===== config.mk =====
export PLATFORM = sky130hd
export DESIGN_NAME = overwrite_ring_with_window_mean_top_flat
export DESIGN_NICKNAME = d
export VERILOG_FILES = /design/src/rtl/core/ormw_pkg.sv /design/src/rtl/core/ormw_if.sv /design/src/rtl/core/ormw_front.sv /design/src/rtl/core/ormw_div.sv /design/src/rtl/core/ormw_back.sv /design/src/rtl/core/overwrite_ring_with_window_mean_top.sv /design/src/flat_wrapper.sv
export SDC_FILE = /design/constraint.sdc
export NUM_CORES = 2
export LEC_CHECK = 0
export BUFFER_PORTS_ARGS = -buffer_cell sky130_fd_sc_hd__buf_2
export CAP_MARGIN = 40
export CORE_MARGIN = 2
export CORE_UTILIZATION = 59
export CTS_BUF_LIST = sky130_fd_sc_hd__clkbuf_4
export CTS_CLUSTER_SIZE = 40
export DETAILED_ROUTE_END_ITERATION = 10
export PLACE_DENSITY = 0.89
export REMOVE_ABC_BUFFERS = 1
export SETUP_SLACK_MARGIN = 0.2
export SLEW_MARGIN = 20
export SYNTH_ARGS = -nofsm -noshare
export SYNTH_HDL_FRONTEND = slang
export SYNTH_SLANG_ARGS = --single-unit

===== constraint.sdc =====
create_clock -name clk -period 5.4 [get_ports clk]
set_input_delay 0.27 -clock clk [delete_from_list [all_inputs] [get_ports clk]]
set_output_delay 0.27 -clock clk [all_outputs]
set_load 0.01 [all_outputs]

===== src/rtl/core/ormw_pkg.sv =====
// Shared types, widths and codes for the overwrite ring with window mean.
`timescale 1ns / 1ps
`default_nettype none

package ormw_pkg;

  // Field widths fixed by the port definition
  localparam int SAMPLE_W = 16;
  localparam int LEN_W    = 7;
  localparam int HEAD_W   = 6;
  localparam int FUNC_W   = 2;
  localparam int STATUS_W = 2;
  localparam int SUM_W    = SAMPLE_W + LEN_W;

  // Default ring storage depth and ring_length after reset
  localparam int                DEPTH_DEF    = 64;
  localparam logic [LEN_W-1:0]  RING_LEN_RST = 7'd64;

  // Command queue between front and back
  localparam int CMDQ_DEPTH = 2;
  localparam int CMDQ_PTR_W = $clog2(CMDQ_DEPTH);

  // Function codes on the input channel
  localparam logic [FUNC_W-1:0] FUNC_PUT   = 2'd0;
  localparam logic [FUNC_W-1:0] FUNC_GET   = 2'd1;
  localparam logic [FUNC_W-1:0] FUNC_MEAN  = 2'd2;
  localparam logic [FUNC_W-1:0] FUNC_CLEAR = 2'd3;

  // Result status codes
  localparam logic [STATUS_W-1:0] STAT_OK         = 2'd0;
  localparam logic [STATUS_W-1:0] STAT_EMPTY      = 2'd1;
  localparam logic [STATUS_W-1:0] STAT_BAD_WINDOW = 2'd2;

  typedef enum logic [1:0] {
    OP_PUT,
    OP_GET,
    OP_MEAN,
    OP_CLEAR
  } op_t;

  typedef enum logic [2:0] {
    S_IDLE,
    S_GET,
    S_SUM,
    S_DIV,
    S_FIN
  } exec_state_t;

  typedef struct packed {
    op_t                        op;
    logic signed [SAMPLE_W-1:0] sample;
    logic [LEN_W-1:0]           window_count;
  } cmd_t;

  typedef struct packed {
    logic valid;
    cmd_t cmd;
  } q_head_t;

  typedef struct packed {
    logic             start;
    logic [SUM_W-1:0] dividend;
    logic [LEN_W-1:0] divisor;
  } div_req_t;

  typedef struct packed {
    logic             done;
    logic [SUM_W-1:0] quotient;
  } div_rsp_t;

endpackage

`default_nettype wire


===== src/rtl/core/ormw_if.sv =====
// Valid/ready channel interfaces: input items, results and configuration writes.
`timescale 1ns / 1ps
`default_nettype none

interface ormw_in_if import ormw_pkg::*; ();
  logic                       valid;
  logic                       ready;
  logic [FUNC_W-1:0]          func;
  logic signed [SAMPLE_W-1:0] sample;
  logic [LEN_W-1:0]           window_count;

  modport source (output valid, func, sample, window_count, input ready);
  modport sink   (input valid, func, sample, window_count, output ready);
endinterface

interface ormw_out_if import ormw_pkg::*; ();
  logic                       valid;
  logic                       ready;
  logic signed [SAMPLE_W-1:0] read_value;
  logic [SAMPLE_W-1:0]        mean_magnitude;
  logic [STATUS_W-1:0]        status;
  logic [HEAD_W-1:0]          head_position;
  logic [LEN_W-1:0]           fill_count;
  logic                       is_full;
  logic                       is_empty;

  modport source (output valid, read_value, mean_magnitude, status, head_position,
                  fill_count, is_full, is_empty, input ready);
  modport sink   (input valid, read_value, mean_magnitude, status, head_position,
                  fill_count, is_full, is_empty, output ready);
endinterface

interface ormw_cfg_if import ormw_pkg::*; ();
  logic             valid;
  logic             ready;
  logic [LEN_W-1:0] ring_length;

  modport source (output valid, ring_length, input ready);
  modport sink   (input valid, ring_length, output ready);
endinterface

`default_nettype wire


===== src/rtl/core/ormw_front.sv =====
// Front end: decodes input items and holds them in a short command queue.
`timescale 1ns / 1ps
`default_nettype none

module ormw_front import ormw_pkg::*; (
  input  logic      clk,
  input  logic      rst_n,
  ormw_in_if.sink   in_ch,
  input  logic      q_pop,
  output q_head_t   q_head
);

  cmd_t                  q_mem [CMDQ_DEPTH];
  logic [CMDQ_PTR_W-1:0] wr_ptr_r;
  logic [CMDQ_PTR_W-1:0] rd_ptr_r;
  logic [CMDQ_PTR_W:0]   cnt_r;
  logic                  push;
  cmd_t                  cmd_in;

  function automatic op_t decode_func(input logic [FUNC_W-1:0] f);
    op_t op;
    unique case (f)
      FUNC_PUT:   op = OP_PUT;
      FUNC_GET:   op = OP_GET;
      FUNC_MEAN:  op = OP_MEAN;
      FUNC_CLEAR: op = OP_CLEAR;
    endcase
    return op;
  endfunction

  assign in_ch.ready = (cnt_r != (CMDQ_PTR_W+1)'(CMDQ_DEPTH));
  assign push        = in_ch.valid && in_ch.ready;

  always_comb begin
    cmd_in.op           = decode_func(in_ch.func);
    cmd_in.sample       = in_ch.sample;
    cmd_in.window_count = in_ch.window_count;
  end

  assign q_head.valid = (cnt_r != '0);
  assign q_head.cmd   = q_mem[rd_ptr_r];

  always_ff @(posedge clk) begin
    if (push) begin
      q_mem[wr_ptr_r] <= cmd_in;
    end
  end

  always_ff @(posedge clk) begin
    if (!rst_n) begin
      wr_ptr_r <= '0;
      rd_ptr_r <= '0;
      cnt_r    <= '0;
    end else begin
      if (push) begin
        wr_ptr_r <= wr_ptr_r + CMDQ_PTR_W'(1);
      end
      if (q_pop) begin
        rd_ptr_r <= rd_ptr_r + CMDQ_PTR_W'(1);
      end
      if (push && !q_pop) begin
        cnt_r <= cnt_r + (CMDQ_PTR_W+1)'(1);
      end else if (q_pop && !push) begin
        cnt_r <= cnt_r - (CMDQ_PTR_W+1)'(1);
      end
    end
  end

endmodule

`default_nettype wire


===== src/rtl/core/ormw_div.sv =====
// Restoring radix-2 divider: window magnitude sum by window count, one bit a cycle.
`timescale 1ns / 1ps
`default_nettype none

module ormw_div import ormw_pkg::*; (
  input  logic     clk,
  input  logic     rst_n,
  input  div_req_t req,
  output div_rsp_t rsp
);

  localparam int CNT_W = $clog2(SUM_W + 1);

  logic [SUM_W-1:0] quo_r;
  logic [LEN_W-1:0] rem_r;
  logic [LEN_W-1:0] dvs_r;
  logic [CNT_W-1:0] cnt_r;
  logic             busy_r;
  logic             done_r;

  logic [LEN_W:0]   trial;
  logic [LEN_W:0]   diff;
  logic             q_bit;
  logic [LEN_W-1:0] rem_nxt;

  always_comb begin
    trial   = {rem_r, quo_r[SUM_W-1]};
    diff    = trial - {1'b0, dvs_r};
    q_bit   = (trial >= {1'b0, dvs_r});
    rem_nxt = q_bit ? diff[LEN_W-1:0] : trial[LEN_W-1:0];
  end

  assign rsp.done     = done_r;
  assign rsp.quotient = quo_r;

  always_ff @(posedge clk) begin
    if (req.start) begin
      quo_r <= req.dividend;
      rem_r <= '0;
      dvs_r <= req.divisor;
    end else if (busy_r) begin
      quo_r <= {quo_r[SUM_W-2:0], q_bit};
      rem_r <= rem_nxt;
    end
  end

  always_ff @(posedge clk) begin
    if (!rst_n) begin
      busy_r <= 1'b0;
      done_r <= 1'b0;
      cnt_r  <= '0;
    end else begin
      done_r <= 1'b0;
      if (req.start) begin
        busy_r <= 1'b1;
        cnt_r  <= CNT_W'(SUM_W);
      end else if (busy_r) begin
        cnt_r <= cnt_r - CNT_W'(1);
        if (cnt_r == CNT_W'(1)) begin
          busy_r <= 1'b0;
          done_r <= 1'b1;
        end
      end
    end
  end

endmodule

`default_nettype wire


===== src/rtl/core/ormw_back.sv =====
// Back end: ring storage, pointers, window walk and the registered result stage.
`timescale 1ns / 1ps
`default_nettype none

module ormw_back import ormw_pkg::*; #(
  parameter int DEPTH = DEPTH_DEF
) (
  input  logic      clk,
  input  logic      rst_n,
  input  q_head_t   q_head,
  output logic      q_pop,
  ormw_cfg_if.sink  cfg_ch,
  ormw_out_if.source out_ch,
  output div_req_t  div_req,
  input  div_rsp_t  div_rsp
);

  localparam int PTR_W = $clog2(DEPTH);
  localparam int CMP_W = ((PTR_W > LEN_W) ? PTR_W : LEN_W) + 1;

  // ring storage
  logic [SAMPLE_W-1:0] mem [DEPTH];
  logic                mem_we;
  logic                rd_en;
  logic [PTR_W-1:0]    rd_addr;
  logic [SAMPLE_W-1:0] rd_data_r;
  logic                rd_vld_r;

  // ring state
  exec_state_t      state_r, state_nxt;
  logic [PTR_W-1:0] head_r, head_nxt;
  logic [PTR_W-1:0] tail_r, tail_nxt;
  logic             full_r, full_nxt;
  logic [LEN_W-1:0] ring_len_r;

  // window walk
  logic [PTR_W-1:0] pos_r, pos_nxt;
  logic [LEN_W-1:0] left_r, left_nxt;
  logic [LEN_W-1:0] n_r, n_nxt;
  logic [SUM_W-1:0] sum_r, sum_nxt;

  // result
  logic                       res_load;
  logic signed [SAMPLE_W-1:0] res_read;
  logic [SAMPLE_W-1:0]        res_mean;
  logic [STATUS_W-1:0]        res_status;
  logic [LEN_W-1:0]           res_fill;
  logic                       out_valid_r;

  logic [LEN_W-1:0]    len;
  logic [LEN_W-1:0]    fill_now;
  logic                empty_now;
  logic                win_bad;
  logic                out_free;
  logic                cfg_wr;
  logic [SAMPLE_W-1:0] mag;
  cmd_t                cmd;

  function automatic logic [PTR_W-1:0] bump(input logic [PTR_W-1:0] idx,
                                            input logic [LEN_W-1:0] l);
    logic [CMP_W-1:0] nx;
    nx = CMP_W'(idx) + CMP_W'(1);
    return (nx >= CMP_W'(l)) ? '0 : PTR_W'(nx);
  endfunction

  function automatic logic [PTR_W-1:0] step_back(input logic [PTR_W-1:0] p,
                                                 input logic [LEN_W-1:0] l);
    return (p == '0) ? PTR_W'(l - LEN_W'(1)) : p - PTR_W'(1);
  endfunction

  function automatic logic [LEN_W-1:0] fill_of(input logic [PTR_W-1:0] h,
                                               input logic [PTR_W-1:0] t,
                                               input logic             f,
                                               input logic [LEN_W-1:0] l);
    logic [CMP_W-1:0] d;
    if (h >= t) begin
      d = CMP_W'(h) - CMP_W'(t);
    end else begin
      d = CMP_W'(l) + CMP_W'(h) - CMP_W'(t);
    end
    return f ? l : LEN_W'(d);
  endfunction

  // ring_length of zero acts as one, above DEPTH acts as DEPTH
  always_comb begin
    priority if (ring_len_r == '0) begin
      len = LEN_W'(1);
    end else if (CMP_W'(ring_len_r) > CMP_W'(DEPTH)) begin
      len = LEN_W'(DEPTH);
    end else begin
      len = ring_len_r;
    end
  end

  assign cmd       = q_head.cmd;
  assign fill_now  = fill_of(head_r, tail_r, full_r, len);
  assign empty_now = !full_r && (head_r == tail_r);
  assign win_bad   = (cmd.window_count == '0) || (cmd.window_count > fill_now);
  assign out_free  = !out_valid_r || out_ch.ready;
  assign cfg_wr    = cfg_ch.valid && cfg_ch.ready;
  assign mag       = rd_data_r[SAMPLE_W-1] ? (-rd_data_r) : rd_data_r;

  assign cfg_ch.ready = 1'b1;

  // next state
  always_comb begin
    state_nxt = state_r;
    unique case (state_r)
      S_IDLE: begin
        if (q_head.valid) begin
          if (cmd.op == OP_GET && !empty_now) begin
            state_nxt = S_GET;
          end else if (cmd.op == OP_MEAN && !win_bad) begin
            state_nxt = S_SUM;
          end
        end
      end
      S_GET: begin
        if (out_free) begin
          state_nxt = S_IDLE;
        end
      end
      S_SUM: begin
        if (left_r == '0 && !rd_vld_r) begin
          state_nxt = S_DIV;
        end
      end
      S_DIV: begin
        if (div_rsp.done) begin
          state_nxt = S_FIN;
        end
      end
      S_FIN: begin
        if (out_free) begin
          state_nxt = S_IDLE;
        end
      end
      default: state_nxt = S_IDLE;
    endcase
  end

  // datapath control
  always_comb begin
    q_pop      = 1'b0;
    mem_we     = 1'b0;
    rd_en      = 1'b0;
    rd_addr    = tail_r;
    head_nxt   = head_r;
    tail_nxt   = tail_r;
    full_nxt   = full_r;
    pos_nxt    = pos_r;
    left_nxt   = left_r;
    n_nxt      = n_r;
    sum_nxt    = sum_r;
    res_load   = 1'b0;
    res_read   = '0;
    res_mean   = '0;
    res_status = STAT_OK;
    div_req.start    = 1'b0;
    div_req.dividend = sum_r;
    div_req.divisor  = n_r;

    unique case (state_r)
      S_IDLE: begin
        if (q_head.valid) begin
          unique case (cmd.op)
            OP_PUT: begin
              if (out_free) begin
                q_pop    = 1'b1;
                mem_we   = 1'b1;
                res_load = 1'b1;
                head_nxt = bump(head_r, len);
                tail_nxt = full_r ? bump(tail_r, len) : tail_r;
                full_nxt = (head_nxt == tail_nxt);
              end
            end
            OP_GET: begin
              if (empty_now) begin
                if (out_free) begin
                  q_pop      = 1'b1;
                  res_load   = 1'b1;
                  res_status = STAT_EMPTY;
                end
              end else begin
                q_pop   = 1'b1;
                rd_en   = 1'b1;
                rd_addr = tail_r;
              end
            end
            OP_MEAN: begin
              if (win_bad) begin
                if (out_free) begin
                  q_pop      = 1'b1;
                  res_load   = 1'b1;
                  res_status = STAT_BAD_WINDOW;
                end
              end else begin
                q_pop    = 1'b1;
                sum_nxt  = '0;
                left_nxt = cmd.window_count;
                n_nxt    = cmd.window_count;
                pos_nxt  = step_back(head_r, len);
              end
            end
            OP_CLEAR: begin
              if (out_free) begin
                q_pop    = 1'b1;
                res_load = 1'b1;
                head_nxt = '0;
                tail_nxt = '0;
                full_nxt = 1'b0;
              end
            end
          endcase
        end
      end
      S_GET: begin
        if (out_free) begin
          res_load = 1'b1;
          res_read = rd_data_r;
          full_nxt = 1'b0;
          tail_nxt = bump(tail_r, len);
        end
      end
      S_SUM: begin
        // one read issued per cycle, newest first; the registered data lands in the next cycle
        if (left_r != '0) begin
          rd_en    = 1'b1;
          rd_addr  = pos_r;
          pos_nxt  = step_back(pos_r, len);
          left_nxt = left_r - LEN_W'(1);
        end
        if (rd_vld_r) begin
          sum_nxt = sum_r + SUM_W'(mag);
        end
        if (left_r == '0 && !rd_vld_r) begin
          div_req.start = 1'b1;
        end
      end
      S_DIV: begin
      end
      S_FIN: begin
        if (out_free) begin
          res_load = 1'b1;
          res_mean = SAMPLE_W'(div_rsp.quotient);
        end
      end
      default: begin
      end
    endcase
  end

  assign res_fill = fill_of(head_nxt, tail_nxt, full_nxt, len);

  // storage, registered read
  always_ff @(posedge clk) begin
    if (mem_we) begin
      mem[head_r] <= cmd.sample;
    end
    if (rd_en) begin
      rd_data_r <= mem[rd_addr];
    end
  end

  // walk and result payload
  always_ff @(posedge clk) begin
    pos_r  <= pos_nxt;
    left_r <= left_nxt;
    n_r    <= n_nxt;
    sum_r  <= sum_nxt;
    if (res_load) begin
      out_ch.read_value     <= res_read;
      out_ch.mean_magnitude <= res_mean;
      out_ch.status         <= res_status;
      out_ch.head_position  <= HEAD_W'(head_nxt);
      out_ch.fill_count     <= res_fill;
      out_ch.is_full        <= (res_fill == len);
      out_ch.is_empty       <= (res_fill == '0);
    end
  end

  // control state
  always_ff @(posedge clk) begin
    if (!rst_n) begin
      state_r     <= S_IDLE;
      head_r      <= '0;
      tail_r      <= '0;
      full_r      <= 1'b0;
      ring_len_r  <= RING_LEN_RST;
      rd_vld_r    <= 1'b0;
      out_valid_r <= 1'b0;
    end else begin
      state_r  <= state_nxt;
      rd_vld_r <= rd_en && (state_r == S_SUM);
      priority if (cfg_wr) begin
        ring_len_r <= cfg_ch.ring_length;
        head_r     <= '0;
        tail_r     <= '0;
        full_r     <= 1'b0;
      end else begin
        head_r <= head_nxt;
        tail_r <= tail_nxt;
        full_r <= full_nxt;
      end
      priority if (res_load) begin
        out_valid_r <= 1'b1;
      end else if (out_ch.ready) begin
        out_valid_r <= 1'b0;
      end else begin
        out_valid_r <= out_valid_r;
      end
    end
  end

  assign out_ch.valid = out_valid_r;

endmodule

`default_nettype wire


===== src/rtl/core/overwrite_ring_with_window_mean_top.sv =====
// Top level of the overwrite ring with window mean: front, back and divider.
`timescale 1ns / 1ps
`default_nettype none

// Ring FIFO of signed Q8.8 samples with an overwrite-on-full put, a get of
// the oldest entry, a truncated mean of the magnitudes of the n newest
// entries, and a pointer clear. Each input transfer yields exactly one result
// transfer that carries the head index, fill count and full/empty flags after
// the operation. Items enter a two-deep command queue, so the input side
// keeps taking transfers, until the queue is full, while a result waits at
// the output register. At the back end, a get does a registered memory
// read at the tail, and a window mean of n entries reads one ring entry
// per cycle through the single memory read port, then a radix-2 divider
// forms the quotient. The ring storage is not cleared; entries are only
// ever read after being written. A write on the cfg channel sets
// ring_length and clears the pointers; it is taken in any cycle, and is
// expected only while idle.

module overwrite_ring_with_window_mean_top import ormw_pkg::*; #(
  parameter int DEPTH = DEPTH_DEF
) (
  input  logic       clk,
  input  logic       rst_n,
  ormw_in_if.sink    in_ch,
  ormw_out_if.source out_ch,
  ormw_cfg_if.sink   cfg_ch
);

  q_head_t  q_head;   // oldest queued command
  logic     q_pop;    // back takes it
  div_req_t div_req;
  div_rsp_t div_rsp;

  // decode and queue
  ormw_front u_front (
    .clk    (clk),
    .rst_n  (rst_n),
    .in_ch  (in_ch),
    .q_pop  (q_pop),
    .q_head (q_head)
  );

  // storage, pointers, window walk, result register
  ormw_back #(
    .DEPTH (DEPTH)
  ) u_back (
    .clk     (clk),
    .rst_n   (rst_n),
    .q_head  (q_head),
    .q_pop   (q_pop),
    .cfg_ch  (cfg_ch),
    .out_ch  (out_ch),
    .div_req (div_req),
    .div_rsp (div_rsp)
  );

  // serial divider for the window mean
  ormw_div u_div (
    .clk   (clk),
    .rst_n (rst_n),
    .req   (div_req),
    .rsp   (div_rsp)
  );

  // back never pops an empty queue
  a_pop_has_item: assert property (@(posedge clk) disable iff (!rst_n)
    q_pop |-> q_head.valid)
    else $error("pop from empty command queue");

  // ring length is at least one, so full and empty never coincide
  a_full_empty: assert property (@(posedge clk) disable iff (!rst_n)
    out_ch.valid |-> !(out_ch.is_full && out_ch.is_empty))
    else $error("result reports full and empty together");

  // empty flag tracks the fill count
  a_empty_fill: assert property (@(posedge clk) disable iff (!rst_n)
    out_ch.valid |-> (out_ch.is_empty == (out_ch.fill_count == '0)))
    else $error("empty flag disagrees with fill count");

  // rejected ops return no data
  a_err_zero: assert property (@(posedge clk) disable iff (!rst_n)
    (out_ch.valid && out_ch.status != STAT_OK) |->
      (out_ch.read_value == '0 && out_ch.mean_magnitude == '0))
    else $error("error result carries data");

endmodule

`default_nettype wire


===== src/flat_wrapper.sv =====
// flat-port wrapper written by rule: the top's interface ports become plain ports
module overwrite_ring_with_window_mean_top_flat import ormw_pkg::*;
#(
  parameter int DEPTH = DEPTH_DEF
)
  (clk, rst_n, in_ch_valid, in_ch_func, in_ch_sample, in_ch_window_count, in_ch_ready, out_ch_valid, out_ch_read_value, out_ch_mean_magnitude, out_ch_status, out_ch_head_position, out_ch_fill_count, out_ch_is_full, out_ch_is_empty, out_ch_ready, cfg_ch_valid, cfg_ch_ring_length, cfg_ch_ready);
  ormw_in_if in_ch_i ();
  ormw_out_if out_ch_i ();
  ormw_cfg_if cfg_ch_i ();
  input  logic clk;
  input  logic rst_n;
  input wire logic [$bits(in_ch_i.valid)-1:0] in_ch_valid;
  input wire logic [$bits(in_ch_i.func)-1:0] in_ch_func;
  input wire logic [$bits(in_ch_i.sample)-1:0] in_ch_sample;
  input wire logic [$bits(in_ch_i.window_count)-1:0] in_ch_window_count;
  output wire logic [$bits(in_ch_i.ready)-1:0] in_ch_ready;
  output wire logic [$bits(out_ch_i.valid)-1:0] out_ch_valid;
  output wire logic [$bits(out_ch_i.read_value)-1:0] out_ch_read_value;
  output wire logic [$bits(out_ch_i.mean_magnitude)-1:0] out_ch_mean_magnitude;
  output wire logic [$bits(out_ch_i.status)-1:0] out_ch_status;
  output wire logic [$bits(out_ch_i.head_position)-1:0] out_ch_head_position;
  output wire logic [$bits(out_ch_i.fill_count)-1:0] out_ch_fill_count;
  output wire logic [$bits(out_ch_i.is_full)-1:0] out_ch_is_full;
  output wire logic [$bits(out_ch_i.is_empty)-1:0] out_ch_is_empty;
  input wire logic [$bits(out_ch_i.ready)-1:0] out_ch_ready;
  input wire logic [$bits(cfg_ch_i.valid)-1:0] cfg_ch_valid;
  input wire logic [$bits(cfg_ch_i.ring_length)-1:0] cfg_ch_ring_length;
  output wire logic [$bits(cfg_ch_i.ready)-1:0] cfg_ch_ready;
  assign in_ch_i.valid = in_ch_valid;
  assign in_ch_i.func = in_ch_func;
  assign in_ch_i.sample = in_ch_sample;
  assign in_ch_i.window_count = in_ch_window_count;
  assign in_ch_ready = in_ch_i.ready;
  assign out_ch_valid = out_ch_i.valid;
  assign out_ch_read_value = out_ch_i.read_value;
  assign out_ch_mean_magnitude = out_ch_i.mean_magnitude;
  assign out_ch_status = out_ch_i.status;
  assign out_ch_head_position = out_ch_i.head_position;
  assign out_ch_fill_count = out_ch_i.fill_count;
  assign out_ch_is_full = out_ch_i.is_full;
  assign out_ch_is_empty = out_ch_i.is_empty;
  assign out_ch_i.ready = out_ch_ready;
  assign cfg_ch_i.valid = cfg_ch_valid;
  assign cfg_ch_i.ring_length = cfg_ch_ring_length;
  assign cfg_ch_ready = cfg_ch_i.ready;
  overwrite_ring_with_window_mean_top #(.DEPTH(DEPTH)) u_core (.clk(clk), .rst_n(rst_n), .in_ch(in_ch_i), .out_ch(out_ch_i), .cfg_ch(cfg_ch_i));
endmodule

## After elaboration in Yosys (flattened, before gate mapping)

Memories as Yosys holds them, arrays and structs flattened. A register that Yosys moved wholly into a read port is not among the register bits.
Index checks and enable logic that the tools add are counted.

- Flip-flop bits (word level): 165
- Bits in writable memories: 1,074
- Input port bits: 37
- Output and inout bits: 52
- Logic and storage cells: 226
- Memories: 2

- Add/sub/neg operators: 20
- Order comparisons: 7
- Equality and inequality tests: 24
- Multiplexer cells: 98
- Bitwise logic cells: 3
- Reductions and logical operators: 44

Memories:

| memory | words | width | rd ports | clocked after memory_dff | wr ports | RTL line | source |
|---|---|---|---|---|---|---|---|
| u_core.u_back.mem | 64 | 16 | 1 | 1 | 1 | ormw_back.sv:22 | `logic [SAMPLE_W-1:0] mem [DEPTH];` |
| u_core.u_front.q_mem | 2 | 25 | 1 | 1 | 1 | ormw_front.sv:13 | `cmd_t q_mem [CMDQ_DEPTH];` |

Operator list:

| operator | count |
|---|---|
| 2-to-1 mux 23 bit | 6 |
| 2-to-1 mux 6 bit | 19 |
| 2-to-1 mux 7 bit | 11 |
| case mux 6 bit (2 select lines) | 4 |
| case mux 23 bit (2 select lines) | 1 |
| 2-to-1 mux 1 bit | 34 |
| zero test 7 bit | 4 |
| adder 23 x 16 -> 23 bit | 1 |
| 2-to-1 mux 3 bit | 6 |
| subtractor 6 x 1 -> 6 bit (second input constant) | 3 |
| 2-to-1 mux 16 bit | 1 |
| negator 16 bit | 1 |
| AND reduction 5 bit | 3 |
| adder 6 x 1 -> 7 bit (second input constant) | 2 |
| adder 7 x 6 -> 7 bit | 2 |
| greater-or-equal comparator 7 bit | 2 |
| inequality test 2 bit (second input constant) | 7 |
| case mux 7 bit (2 select lines) | 1 |
| subtractor 6 x 6 -> 7 bit | 2 |
| subtractor 7 x 6 -> 7 bit | 2 |
| == test 6 bit | 2 |
| greater-or-equal comparator 6 bit | 2 |
| zero test 6 bit | 2 |
| case mux 3 bit (4 select lines) | 1 |
| other kinds (36) | 77 |

## Depth between registers and ports, before layout

- Word-level depth: 16
- Mapped depth: 31
- Mapped depth without buffers: 31

## Modules after synthesis

A second synthesis with hierarchy kept.

- Cell total of the unflattened synthesis: 3,029
- Area total of the unflattened synthesis: 53,985.5 um^2

By module, submodules not included:

| module | times used | cells each | area each (um^2) | seq. area each (um^2) |
|---|---|---|---|---|
| ormw_back | 1 | 2,740 | 49,728.9 | 34,493.1 |
| ormw_div | 1 | 185 | 2,204.6 | 1,181.1 |
| ormw_front | 1 | 104 | 2,052.0 | 1,601.5 |

## Worst setup path after synthesis

Ideal clock, no wire load.

- Kind: reg-to-reg
- Start: register (tool-made name)
- End: register u_core.u_back.out_ch.is_full (data pin)
- Setup time: 180 ps
- Arrival: 5,570 ps
- Data required time: 5,220 ps
- Setup slack: -350 ps
- Cell stages (with the launch flop): 26
- Buffers on the path: 4
- Period minus slack after synthesis: 5,750 ps
- Cell sequence: dfxtp_1 > clkbuf_1 > buf_1 > buf_1 > mux2i_1 > ha_1 > o21bai_1 > nor2_1 > nand3_1 > o21ai_0 > o21ai_2 > and2_1 > buf_2 > xor2_1 > ha_1 > a21o_1 > ha_1 > nor2b_1 > o21ai_0 > nand2b_1 > a21o_1 > a21oi_1 > xnor2_1 > o22ai_1 > o31a_1 > o41ai_2

RTL lines:

| element | RTL line | source |
|---|---|---|
| to (signal assigned) | ormw_back.sv:277 | `out_ch.is_full <= (res_fill == len);` |
| to (decl) | ormw_if.sv:28 | `fill_count, is_full, is_empty, input ready);` |

## Worst setup path in the final report

- Start: register u_core.u_back.ring_len_r[3]
- End: register u_core.u_back.out_ch.is_full (data pin)

- Word-level cells in the longest chain between the ends: 14
- Elaborated cells on any way between the ends: 30
- Classes of those cells: add/sub (3); order compare (4); eq/ne (2); mux (20); reduce/logical (1)

RTL lines:

| element | RTL line | source |
|---|---|---|
| from (decl) | ormw_back.sv:34 | `logic [LEN_W-1:0] ring_len_r;` |
| from (signal assigned) | ormw_back.sv:296 | `ring_len_r <= cfg_ch.ring_length;` |
| > comparator 7 bit | ormw_back.sv:88 | `end else if (CMP_W'(ring_len_r) > CMP_W'(DEPTH)) begin` |
| 2-to-1 mux 7 bit | ormw_back.sv:88 |  |
| 2-to-1 mux 7 bit * | ormw_back.sv:86 | `priority if (ring_len_r == '0) begin` |
| greater-or-equal comparator 7 bit * | ormw_back.sv:63 | `return (nx >= CMP_W'(l)) ? '0 : PTR_W'(nx);` |
| 2-to-1 mux 6 bit * | ormw_back.sv:63 |  |
| 2-to-1 mux 6 bit | ormw_back.sv:173 | `tail_nxt = full_r ? bump(tail_r, len) : tail_r;` |
| 2-to-1 mux 6 bit | ormw_back.sv:168 | `if (out_free) begin` |
| case mux 6 bit (2 select lines) | ormw_back.sv:166 | `unique case (cmd.op)` |
| 2-to-1 mux 6 bit | ormw_back.sv:165 | `if (q_head.valid) begin` |
| case mux 6 bit (2 select lines) * | ormw_back.sv:163 | `unique case (state_r)` |
| via u_core.u_back.tail_nxt[0] | ormw_back.sv:32 | `logic [PTR_W-1:0] tail_r, tail_nxt;` |
| subtractor 7 x 6 -> 7 bit (tied with other cells) | ormw_back.sv:79 | `d = CMP_W'(l) + CMP_W'(h) - CMP_W'(t);` |
| 2-to-1 mux 7 bit * | ormw_back.sv:76 | `if (h >= t) begin` |
| 2-to-1 mux 7 bit * | ormw_back.sv:81 | `return f ? l : LEN_W'(d);` |
| == test 7 bit * | ormw_back.sv:277 |  |

The timed path passes the listed nets; every way through them passes the cells marked *.
A chain may end at the register's enable or synchronous reset.

==> flow_metrics.tcl <==
set metrics [dict create \
    fin_skew_ns 0.117 \
    rr_worst_depth 30 \
    grt_pass1_wl_um 204000 \
    finalPower_w 0.0305 \
    required_ns 6.35 \
    status "finished, violations left" \
    timing.fmax_ghz 0.181 \
    syn_inst 3181 \
    synth_xor_area_share_pct 1.35 \
    clock_sinks 1256 \
    die_h_um 305 \
    final_common_cell "edfxtp_1" \
    ant_nets 0 \
    ir_drop_uv 365 \
    rows 110 \
    place_hpwl_um 80100 \
    yosysTopAreaCellShare_pct 68.0 \
    syn_area_sq_mm 0.0535 \
    area_growth_pct 15.1 \
    syn_area_per_cell_sq_um 16.8 \
    vias 33300 \
    post-route-util_pct 68.5 \
    io_pins 89 \
    leakagePower_nw 21.7 \
    grt_use_total_pct 29.7 \
    hold_slack_ns 0.218 \
    synth-edff-count 1212 \
    drtIter0Drc 4940 \
    yosysWarnings 0 \
    wl_per_cell_um 27.0 \
    layoutNonFillerInstCount 5149 \
    synthFlopType "edfxtp_1" \
    hp-class "input pin to flop" \
    grt_max_degree 82 \
    htree_num_levels 5 \
    mostFrequentLayoutCells "edfxtp_1, clkbuf_4, nand2_1" \
    finalSetupViolCount 1 \
    die_w_um 305 \
    crit_path_end_kind "flop" \
    async_reset_ff_share_pct 0 \
    drc_errors 0 \
    cellPowerDensity_mw_per_mm2 496 \
    rsz0062_at_grt "yes" \
    tritoncts "done" \
    coreArea_sq_mm 0.0899 \
    antenna_found_initial 7 \
    start_kind "flop" \
    rr_endpoint "u_core.u_back.out_ch.is_full" \
    crit_path_max_fanout 4 \
    multi_input_area_sq_mm 0.0153 \
    hold_viol_final 0 \
    n_fill_cell 5337 \
    grt_overflow 0 \
    fin_nets 3890 \
    yosys.area_share.simple_pct 6.41 \
    drive_gt1_share_pct 30.1 \
    violations "negative setup slack" \
    synth_top_area_cell "edfxtp_1" \
    ys_seq_elements 1256 \
    cts_root_buf "clkbuf_4" \
    yosys-top-cells-area "edfxtp_1, mux4_2, nand2_1" \
    clk_pin_slew_ns 0.07 \
    place.gp.congestion 0.977 \
    relSlewSlack_pct 39.1 \
    drt-total-wl_um 139000 \
    synth_adder_area_share_pct 2.53 \
    synth_compound_area_share_pct 5.79 \
    port_buffers 87 \
    synth_top_family_by_area "multiplexers" \
    dpl-instance-area_sq_mm 0.0563 \
    path_class "flop to flop" \
    maxSlewViolCount 0 \
    start_util_pct 59.5 \
    placed_cells 4488 \
    hold-path-endpoint "u_core.u_div.busy_r" \
    path_delay_family "compound AO/OA/AOI/OAI gates" \
    path_common_cell "o21ai_1" \
    hp-start "rst_n" \
    r2r_slack_ns -0.13 \
    fin_crit_ns 5.53 \
    dr.pass1.iters 6 \
    clockBufferDepth 4 \
    vias_per_cell 6.46 \
    critPathMaxStageDelay_ns 0.35 \
    cp_slowest_cell "a221oi_4" \
    ys_seq_area_share_pct 69.7 \
    holdPathStages 3 \
    grt_pass1_vias 33700 \
    fin_crit_sh_pct 102 \
    worstPathArrival_ns 6.47 \
    clk_latency_ns 1.23 \
    maxCapViolations 0 \
    tightest_slew_ns 0.912 \
    stdcell_area_sq_mm 0.0616 \
    cts_buffers 320 \
    finalWorstSetupSlack_ns -0.127 \
    dieArea_sq_mm 0.0931 \
    seq_area_sq_mm 0.0373 \
    path_buf_inv 2 \
    r2r_start "u_core.u_back.ring_len_r[3]" \
    yosys.cell_types.count 100 \
    synthMuxAreaShare_pct 11.8 \
]
## area by class of cell
class,instances,area share (%)
repair buffers,418,5.53
clock inverters,90,0.681
inverters,80,0.494
well taps,1176,2.39
diodes,5,0.0203
flip-flops and latches,1256,60.6
multi-input cells,1678,24.9
clock buffers,446,5.44
## flip-flops by register name, indices dropped and copies added (netlist names), 3 cells and up, named ones only
signal,cells
u_core.u_back.head_r,6
u_core.u_back.left_r,7
u_core.u_back.mem,1024
u_core.u_back.n_r,7
u_core.u_back.out_ch.fill_count,7
u_core.u_back.out_ch.head_position,6
u_core.u_back.out_ch.mean_magnitude,16
u_core.u_back.out_ch.read_value,16
u_core.u_back.pos_r,6
u_core.u_back.rd_data_r,16
u_core.u_back.ring_len_r,7
u_core.u_back.state_r,3
u_core.u_back.sum_r,23
u_core.u_back.tail_r,6
u_core.u_div.cnt_r,5
u_core.u_div.dvs_r,7
u_core.u_div.quo_r,23
u_core.u_div.rem_r,7
u_core.u_front.q_mem,50
## power by group
| part | switching [W] | total (W) | internal [W] |
|---|---|---|---|
| Combinational | 0.00620 | 0.0106 | 0.00437 |
| Clock | 0.00383 | 0.00773 | 0.00390 |
| Sequential | 0.000281 | 0.0122 | 0.0120 |
| Total | 0.0103 | 0.0305 | 0.0202 |
## per-stage QoR
step / setup WS, ns / setup TNS (ns)
6_report: -0.127 / -0.127
5_1_grt: -0.393 / -0.851
4_1_cts: 0.104 / 0
3_5_place_dp: -0.132 / -0.132
3_3_place_gp: -0.0874 / -0.0874
2_1_floorplan: -6.20 / -99.63
## synthesized netlist by cell type (all sizes together), types with 17 or more instances
| library cell | number |
|---|---|
| a211oi | 88 |
| a21o | 20 |
| a21oi | 111 |
| a311oi | 34 |
| a31oi | 41 |
| and2 | 96 |
| and3 | 26 |
| buf | 74 |
| clkbuf | 93 |
| dfxtp | 44 |
| edfxtp | 1212 |
| ha | 85 |
| inv | 78 |
| mux2 | 26 |
| mux2i | 25 |
| mux4 | 256 |
| nand2 | 294 |
| nand2b | 18 |
| nand3 | 25 |
| nor2 | 177 |
| nor2b | 17 |
| nor3 | 23 |
| o21ai | 78 |
| xnor2 | 53 |
| xor2 | 27 |
## cells by family (layout without fill, tap and decap cells)
logic type,Yosys count,after routing
AOI/OAI and AO/OA,457,457
muxes,307,307
adders and majority gates,100,100
other,1,6
DFF,1256,1256
and+or+nand+nor,732,732
buffers and inverters,247,1034
xor gates and xnor gates,81,81
## per-layer routing
| metal | up-vias | GRT usage (%) | wire (um) |
|---|---|---|---|
| met5 | - | 0 | 157 |
| met4 | 11 | 18.6 | 8370 |
| met1 | 16400 | 35.6 | 46200 |
| li1 | 13800 | - | - |
| met3 | 538 | 6.04 | 13700 |
| met2 | 2525 | 49.8 | 70700 |
## how the worst max path moves through the flow
stage                                      from                            to  cells after the start
global placement    u_core.u_back.ring_len_r[3]  u_core.u_back.out_ch.is_full                     30
finish              u_core.u_back.ring_len_r[3]  u_core.u_back.out_ch.is_full                     30
floorplan               u_core.u_back.left_r[0]    u_core.u_back.rd_data_r[0]                     12
CTS                 u_core.u_back.ring_len_r[5]  u_core.u_back.out_ch.is_full                     30
global route        u_core.u_back.ring_len_r[3]  u_core.u_back.out_ch.is_full                     30
detailed placement  u_core.u_back.ring_len_r[3]  u_core.u_back.out_ch.is_full                     30
## what timing repair did
| item | 4_1_cts | 5_1_grt |
|---|---|---|
| cloned | 0 | 1 |
| hold buffers | 82 | 0 |
| buffers inserted | 18 | 14 |
| setup endpoints to repair | 55 | 106 |
| endpoints found under the hold margin | 133 | 0 |
| gates resized for setup | 24 | 72 |
| pin swaps | 23 | 52 |
## tightest hold or removal path, delay by kind of cell
kind | cells | cell delay, ns
buf+inv | 2 | 0.84
compound gates | 1 | 0.18
(Power assumes the default switching activity.)
